## src/hw/rtl/clipped_alpha_blend_fill_assert.svh

```systemverilog
// assertion macros for the clipped alpha blend fill block
// expects clk and rst_n in the scope of the module that uses them
`ifndef CLIPPED_ALPHA_BLEND_FILL_ASSERT_SVH
`define CLIPPED_ALPHA_BLEND_FILL_ASSERT_SVH

// same-cycle implication
`define CABF_ASSERT_IMP(lbl, ante, cons, msg) \
  lbl: assert property (@(posedge clk) disable iff (!rst_n) (ante) |-> (cons)) \
    else $error(msg);

// next-cycle implication
`define CABF_ASSERT_NXT(lbl, ante, cons, msg) \
  lbl: assert property (@(posedge clk) disable iff (!rst_n) (ante) |=> (cons)) \
    else $error(msg);

`endif

```

## src/hw/rtl/cabf_pkg.sv

```systemverilog
// shared types and constants for the clipped alpha blend fill block
// used by the channel interfaces, the controller and the datapath
`timescale 1ns / 1ps

package cabf_pkg;

  localparam int unsigned CFG_IDX_W  = 3;
  localparam int unsigned CFG_DATA_W = 9;

  // operation codes
  localparam logic [1:0] OP_FILL   = 2'd0;
  localparam logic [1:0] OP_CANVAS = 2'd1;
  localparam logic [1:0] OP_READ   = 2'd2;
  localparam logic [1:0] OP_NONE   = 2'd3;

  // configuration register indexes
  localparam logic [CFG_IDX_W-1:0] CFG_PIXEL_MODE = 3'd0;
  localparam logic [CFG_IDX_W-1:0] CFG_X_RES      = 3'd1;
  localparam logic [CFG_IDX_W-1:0] CFG_Y_RES      = 3'd2;
  localparam logic [CFG_IDX_W-1:0] CFG_X_OFFSET   = 3'd3;
  localparam logic [CFG_IDX_W-1:0] CFG_Y_OFFSET   = 3'd4;
  localparam logic [CFG_IDX_W-1:0] CFG_LINE_PITCH = 3'd5;

  // pixel modes
  localparam logic MODE_BGRA32 = 1'b0;
  localparam logic MODE_RGB565 = 1'b1;

  typedef struct packed {
    logic clear_wr;
    logic accept;
    logic row_go;
    logic addr_go;
    logic rd_cap;
    logic mul_go;
    logic wr_go;
    logic load_out;
  } cmd_t;

  typedef struct packed {
    logic clr_last;
    logic empty;
    logic is_read;
    logic last_col;
    logic last_row;
  } status_t;

endpackage

```

## src/hw/rtl/cabf_ctrl.sv

```systemverilog
// controller state machine for the fill engine
// depends on cabf_pkg for the command and status structs
`timescale 1ns / 1ps
`include "clipped_alpha_blend_fill_assert.svh"

module cabf_ctrl import cabf_pkg::*; (
  input  logic    clk,
  input  logic    rst_n,
  input  logic    in_valid,
  output logic    in_ready,
  output logic    out_valid,
  input  logic    out_ready,
  input  status_t st,
  output cmd_t    cmd
);

  typedef enum logic [7:0] {
    S_CLEAR = 8'b0000_0001,
    S_IDLE  = 8'b0000_0010,
    S_ROW   = 8'b0000_0100,
    S_ADDR  = 8'b0000_1000,
    S_RDAT  = 8'b0001_0000,
    S_MUL   = 8'b0010_0000,
    S_WR    = 8'b0100_0000,
    S_DONE  = 8'b1000_0000
  } state_t;

  state_t state_r, state_nxt;
  logic   out_valid_r, out_valid_nxt;

  assign in_ready  = (state_r == S_IDLE);
  assign out_valid = out_valid_r;

  always_comb begin
    cmd          = '0;
    cmd.clear_wr = (state_r == S_CLEAR);
    cmd.accept   = in_valid && (state_r == S_IDLE);
    cmd.row_go   = (state_r == S_ROW) && !st.empty;
    cmd.addr_go  = (state_r == S_ADDR);
    cmd.rd_cap   = (state_r == S_RDAT);
    cmd.mul_go   = (state_r == S_MUL);
    cmd.wr_go    = (state_r == S_WR);
    cmd.load_out = (state_r == S_DONE) && (!out_valid_r || out_ready);
  end

  always_comb begin
    state_nxt = state_r;
    unique case (state_r)
      S_CLEAR: if (st.clr_last) state_nxt = S_IDLE;
      S_IDLE:  if (in_valid) state_nxt = S_ROW;
      S_ROW:   state_nxt = st.empty ? S_DONE : S_ADDR;
      S_ADDR:  state_nxt = st.is_read ? S_RDAT : S_MUL;
      S_RDAT:  state_nxt = S_DONE;
      S_MUL:   state_nxt = S_WR;
      S_WR: begin
        if (st.last_col && st.last_row) state_nxt = S_DONE;
        else if (st.last_col) state_nxt = S_ROW;
        else state_nxt = S_ADDR;
      end
      S_DONE:  if (!out_valid_r || out_ready) state_nxt = S_IDLE;
      default: state_nxt = S_CLEAR;
    endcase
  end

  always_comb begin
    out_valid_nxt = out_valid_r;
    if (cmd.load_out) out_valid_nxt = 1'b1;
    else if (out_ready) out_valid_nxt = 1'b0;
  end

  always_ff @(posedge clk) begin
    if (!rst_n) begin
      state_r     <= S_CLEAR;
      out_valid_r <= 1'b0;
    end else begin
      state_r     <= state_nxt;
      out_valid_r <= out_valid_nxt;
    end
  end

  `CABF_ASSERT_NXT(a_accept_to_row, cmd.accept, state_r == S_ROW, "accepted request did not start a row")
  `CABF_ASSERT_NXT(a_last_pixel_done, cmd.wr_go && st.last_col && st.last_row, state_r == S_DONE, "walk did not end after last pixel")
  `CABF_ASSERT_IMP(a_load_free, cmd.load_out, !out_valid_r || out_ready, "result overwritten while pending")

endmodule

```

## config.mk

```make
export PLATFORM = sky130hd
export DESIGN_NAME = cabf_ctrl
export DESIGN_NICKNAME = d
export VERILOG_FILES = /design/src/hw/rtl/cabf_pkg.sv /design/src/hw/rtl/cabf_ctrl.sv
export VERILOG_INCLUDE_DIRS = /design/src /design/src/hw/rtl
export SDC_FILE = /design/constraint.sdc
export NUM_CORES = 1
export LEC_CHECK = 0
export ABC_AREA = 1
export BUFFER_PORTS_ARGS = -buffer_cell sky130_fd_sc_hd__buf_2
export CAP_MARGIN = 10
export CORE_UTILIZATION = 35
export DETAILED_ROUTE_END_ITERATION = 10
export HOLD_SLACK_MARGIN = 0.12
export PLACE_DENSITY = 0.68
export SYNTH_ARGS = -nofsm -noshare
export SYNTH_HDL_FRONTEND = slang
export SYNTH_SLANG_ARGS = --single-unit
```

## constraint.sdc

```tcl
create_clock -name clk -period 1.21 [get_ports clk]
set_input_delay 0.121 -clock clk [delete_from_list [all_inputs] [get_ports clk]]
set_output_delay 0.121 -clock clk [all_outputs]
set_load 0.02 [all_outputs]
```

# Word level (Yosys, flattened, before mapping)
# Index checks and enable logic that the tools add are counted.
# W data, S select, Z words.
# classes
n_mux,10
n_eq_ne,11
n_reduce_logical,9
# op_table
cell,count
$pmux W8 S8,1
$mux W8,5
$eq A8 B1 Y1 const B,1
$eq A8 B2 Y1 const B,1
$eq A8 B3 Y1 const B,1
$eq A8 B4 Y1 const B,1
$eq A8 B5 Y1 const B,1
$eq A8 B6 Y1 const B,1
$eq A8 B7 Y1 const B,1
$eq A8 B8 Y1 const B,1
$mux W6,1
$logic_and A1 B1 Y1,4
$mux W4,1
$ne A2 B2 Y1 const B,2
$reduce_and A3 Y1,1
$logic_not A1 Y1,2
$mux W1,2
$ne A2 B1 Y1 const B,1
$reduce_bool A2 Y1,1
$logic_or A1 B1 Y1,1
# totals
elab_cells,32
inputBits,9
ff_bits,9
out_inout_bits,10

# Depth between registers and ports, before layout
# logic_depth
word_depth,4
mapped_depth,8
depth_no_buf,8

# Worst setup path after synthesis
# No wires, ideal clock.
# synth_path
path_kind,register to register
from,register state_r[2]
to,register state_r[2]
arrival_time_ns,1.094
path_buffers,0
required_ns,1.137
setup_time_ns,0.073
setup_slack_ns,0.043
path_stages_with_launch,6
period_less_slack_ns,1.167
cell_sequence,dfxtp_1 -> nor2_4 -> nand3_1 -> nor2_1 -> a21oi_1 -> nor3_2
# synth_between
elab_chain_len,3
word_cells_on_any_way,13
cone_classes,11 x eq/ne; 1 x mux; 1 x reduce/logical
# synth_rtl
element,line,text
from (decl),cabf_ctrl.sv:28,"state_t state_r, state_nxt;"
from (signal assigned),cabf_ctrl.sv:76,state_r <= state_nxt;
$eq A8 B2 Y1 *,--,
named net in_ready,cabf_ctrl.sv:10,"output logic in_ready,"
$ne A2 B2 Y1 (no source line),--,
$reduce_and A3 Y1 (no source line),--,
# Mark *: on every way through the listed nets, which the timed path passes. The rest lies on a longest branch.
# A chain may end at the register's enable or synchronous reset.

==> out/results.ini <==
[detailed_routing]
routed_via_density=4.706
dr_total_vias=767
post_drt_wl_per_cell_um=11.82
wl_mm=1.927
drc_errors=0
drt_iter0_drc=14
drt_pass1_iterations=4
final_antenna_net_count=0

[clock_network]
cts_buffers=3
h-tree-depth=1
clock_sinks=9
clock_path_buffers=2
tritoncts=done
ctsRootBufferMaster=clkbuf_4
clk_pin_slew_ps=70
clk_latency_ps=280

[flow_run]
cap_violations=0

[logic_synthesis]
ys.flop_type=dfxtp_1
syn-cell-area_um2=649.4
ys_seq_area_share_pct=27.75
syn-mean-instance-area_um2=6.244
synth_cell_types=20
synth-async-reset-ratio_pct=0
yosys_warnings=0
synth_fp_nets=113
synth_edf_count=0
synth-seq-cells=9
netlist_instances=104

[floorplan]
fp.dieW_um=45.08
row_count=15
pin_count=19
die_h_um=45.08
core_mm2=0.001727
dieArea_mm2=0.002032
initial_utilization_pct=37.61

[timing]
setup_viol=12
slew_headroom_pct=75.61
final.setup.worst_slack_ps=-200.4
tightestPinTransition_ps=364.6
period_minus_slack_ps=1410
slew_violations=0
period_share_pct=116.6
rsz0062_at_grt=yes
clock_skew_ps=4.103
setup_tns_ps=-1667
fmax_mhz=709.0
hold_violations=0

[global_route]
grt_pass1_vias=622
grt-busiest-layer=met2
grtUsageMet3_pct=3.600
use_met2_pct=32.17
grt_use_met1_pct=20.73
overflow=0
grt_max_degree=8
grt_pass1_wl_mm=2.559
antenna_found_initial=0
grt_util_all_layers_pct=18.51

[worst_setup_path]
endpoint=cmd[6]
criticalPathCategory=flip-flop to primary output
critPathLaunchType=flip-flop
cp_cell_sequence=inv_2 -> nand2_4 -> nor2_8 -> nand2_4 -> nor2_4 -> buf_6
endpoint_kind=primary output
reg2reg_from=state_r[5]
worstPathArrival_ps=1290
critical-path-top-delay-family=simple AND/OR/NAND/NOR gates
r2r_setup_slack_ps=-150
critPathSlowestCell=dfxtp_2
crit_path_frequent_cell=nand2_4
required_ps=1090
slowest_delay_ps=330
timing.rr.end=state_r[1]
startpoint=state_r[5]
crit_buf_inv=2
cp.depth=6
r2r_cells=9
crit_fanout=7

[outcome]
violations=setup timing
status=complete, but fails checks

[cells_and_area]
layout-drive-gt1-share_pct=57.97
antenna_cells=0
utilization_pct=62.39
fin_nets=148
area_growth_pct=65.90

[placed_design]
io_buffers=18
hpwl_mm=1.246
place_congestion=0.8249

[power_and_ir_drop]
power_density_mw_per_mm2=907.5
p_leak_uw=0.0005471
ir_worst_vdd_mv=0.5656

[min_path]
hold_path_class=input port to flip-flop

[where the power goes]
part	internal, µW	total [µW]	switching, µW
logic	158	380	222
registers	314	342	27.9
clock network	128	255	127
[cells in the mapped netlist (2+ instances only)]
library cell / count / area (µm²)
nand2_1: 23 / 86.33
nand3_1: 7 / 35.03
inv_1: 12 / 45.04
nand3_2: 2 / 20.02
nand2_4: 2 / 22.52
nor2_1: 23 / 86.33
nor2_2: 6 / 37.54
dfxtp_1: 9 / 180.2
nor3_1: 2 / 10.01
nand2_2: 3 / 18.77
inv_2: 6 / 22.52
[final cells by class]
class | count | area [µm²]
multi-input combinational | 75 | 503.0
fill | 162 | 649.4
clock buffer | 4 | 26.28
tap | 25 | 31.28
timing repair buffer | 31 | 249.0
sequential | 9 | 191.4
inverter | 19 | 76.32
[cell usage in the layout, fill, tap and decap left out, types with 3 or more instances in the layout]
cell type,count
buf_2,9
buf_4,11
buf_6,9
clkbuf_4,3
dfxtp_2,6
inv_1,11
inv_2,7
nand2_1,16
nand2_2,5
nand2_4,7
nand3_1,6
nor2_1,15
nor2_2,6
nor2_4,9
[metrics by stage]
step,instance area [µm²],instances,hold slack (ps),total power [µW],setup slack [ps]
2_1_floorplan,649.4,104,199.4,525.5,42.60
3_3_place_gp,763.2,146,304.4,584.7,86.50
3_5_place_dp,763.2,146,305.7,591.0,65.46
4_1_cts,932.1,154,167.5,886.4,-155.7
5_1_grt,1077,163,198.9,1020,-254.9
6_report,1077,163,188.8,977.7,-200.4
[kinds of logic after synthesis]
family | share of synthesized area [%]
DFF | 27.75
and+or+nand+nor | 57.80
AOI/OAI and AO/OA | 1.926
buffers and inverters | 12.52
[metal layers]
metal / routed length [µm] / vias to the layer above
li1: - / 383
met1: 762 / 343
met2: 1029 / 32
met3: 74 / 9
met4: 61 / 0
met5: 0 / -
[sequential cells by signal, summed over array words and instances, names as in the netlist]
register	count
state_r	8
out_valid	1
[timing repair]
item                                    in CTS  in global routing
pin swaps                                    4                 11
hold buffers                                 2                  0
hold endpoints to repair                     4                  0
buffers inserted                             2                  9
endpoints found under the setup margin       9                 13
gates resized for setup                     37                 21
[how the worst min path moves through the flow]
stage                from         end  slack [ps]  cells after the start
finish              st[4]  state_r[0]         190                      3
global route        st[4]  state_r[0]         200                      3
CTS                 st[4]  state_r[0]         170                      3
detailed placement  st[2]  state_r[5]         310                      2
global placement    st[2]  state_r[5]         300                      2
floorplan           st[2]  state_r[5]         200                      1
[worst min-delay path, cell delays in order]
cell	delay (ps)
buf_2	70
nand3b_2	150
nand3_1	80
Note: power is estimated with default switching activity, not from simulation.
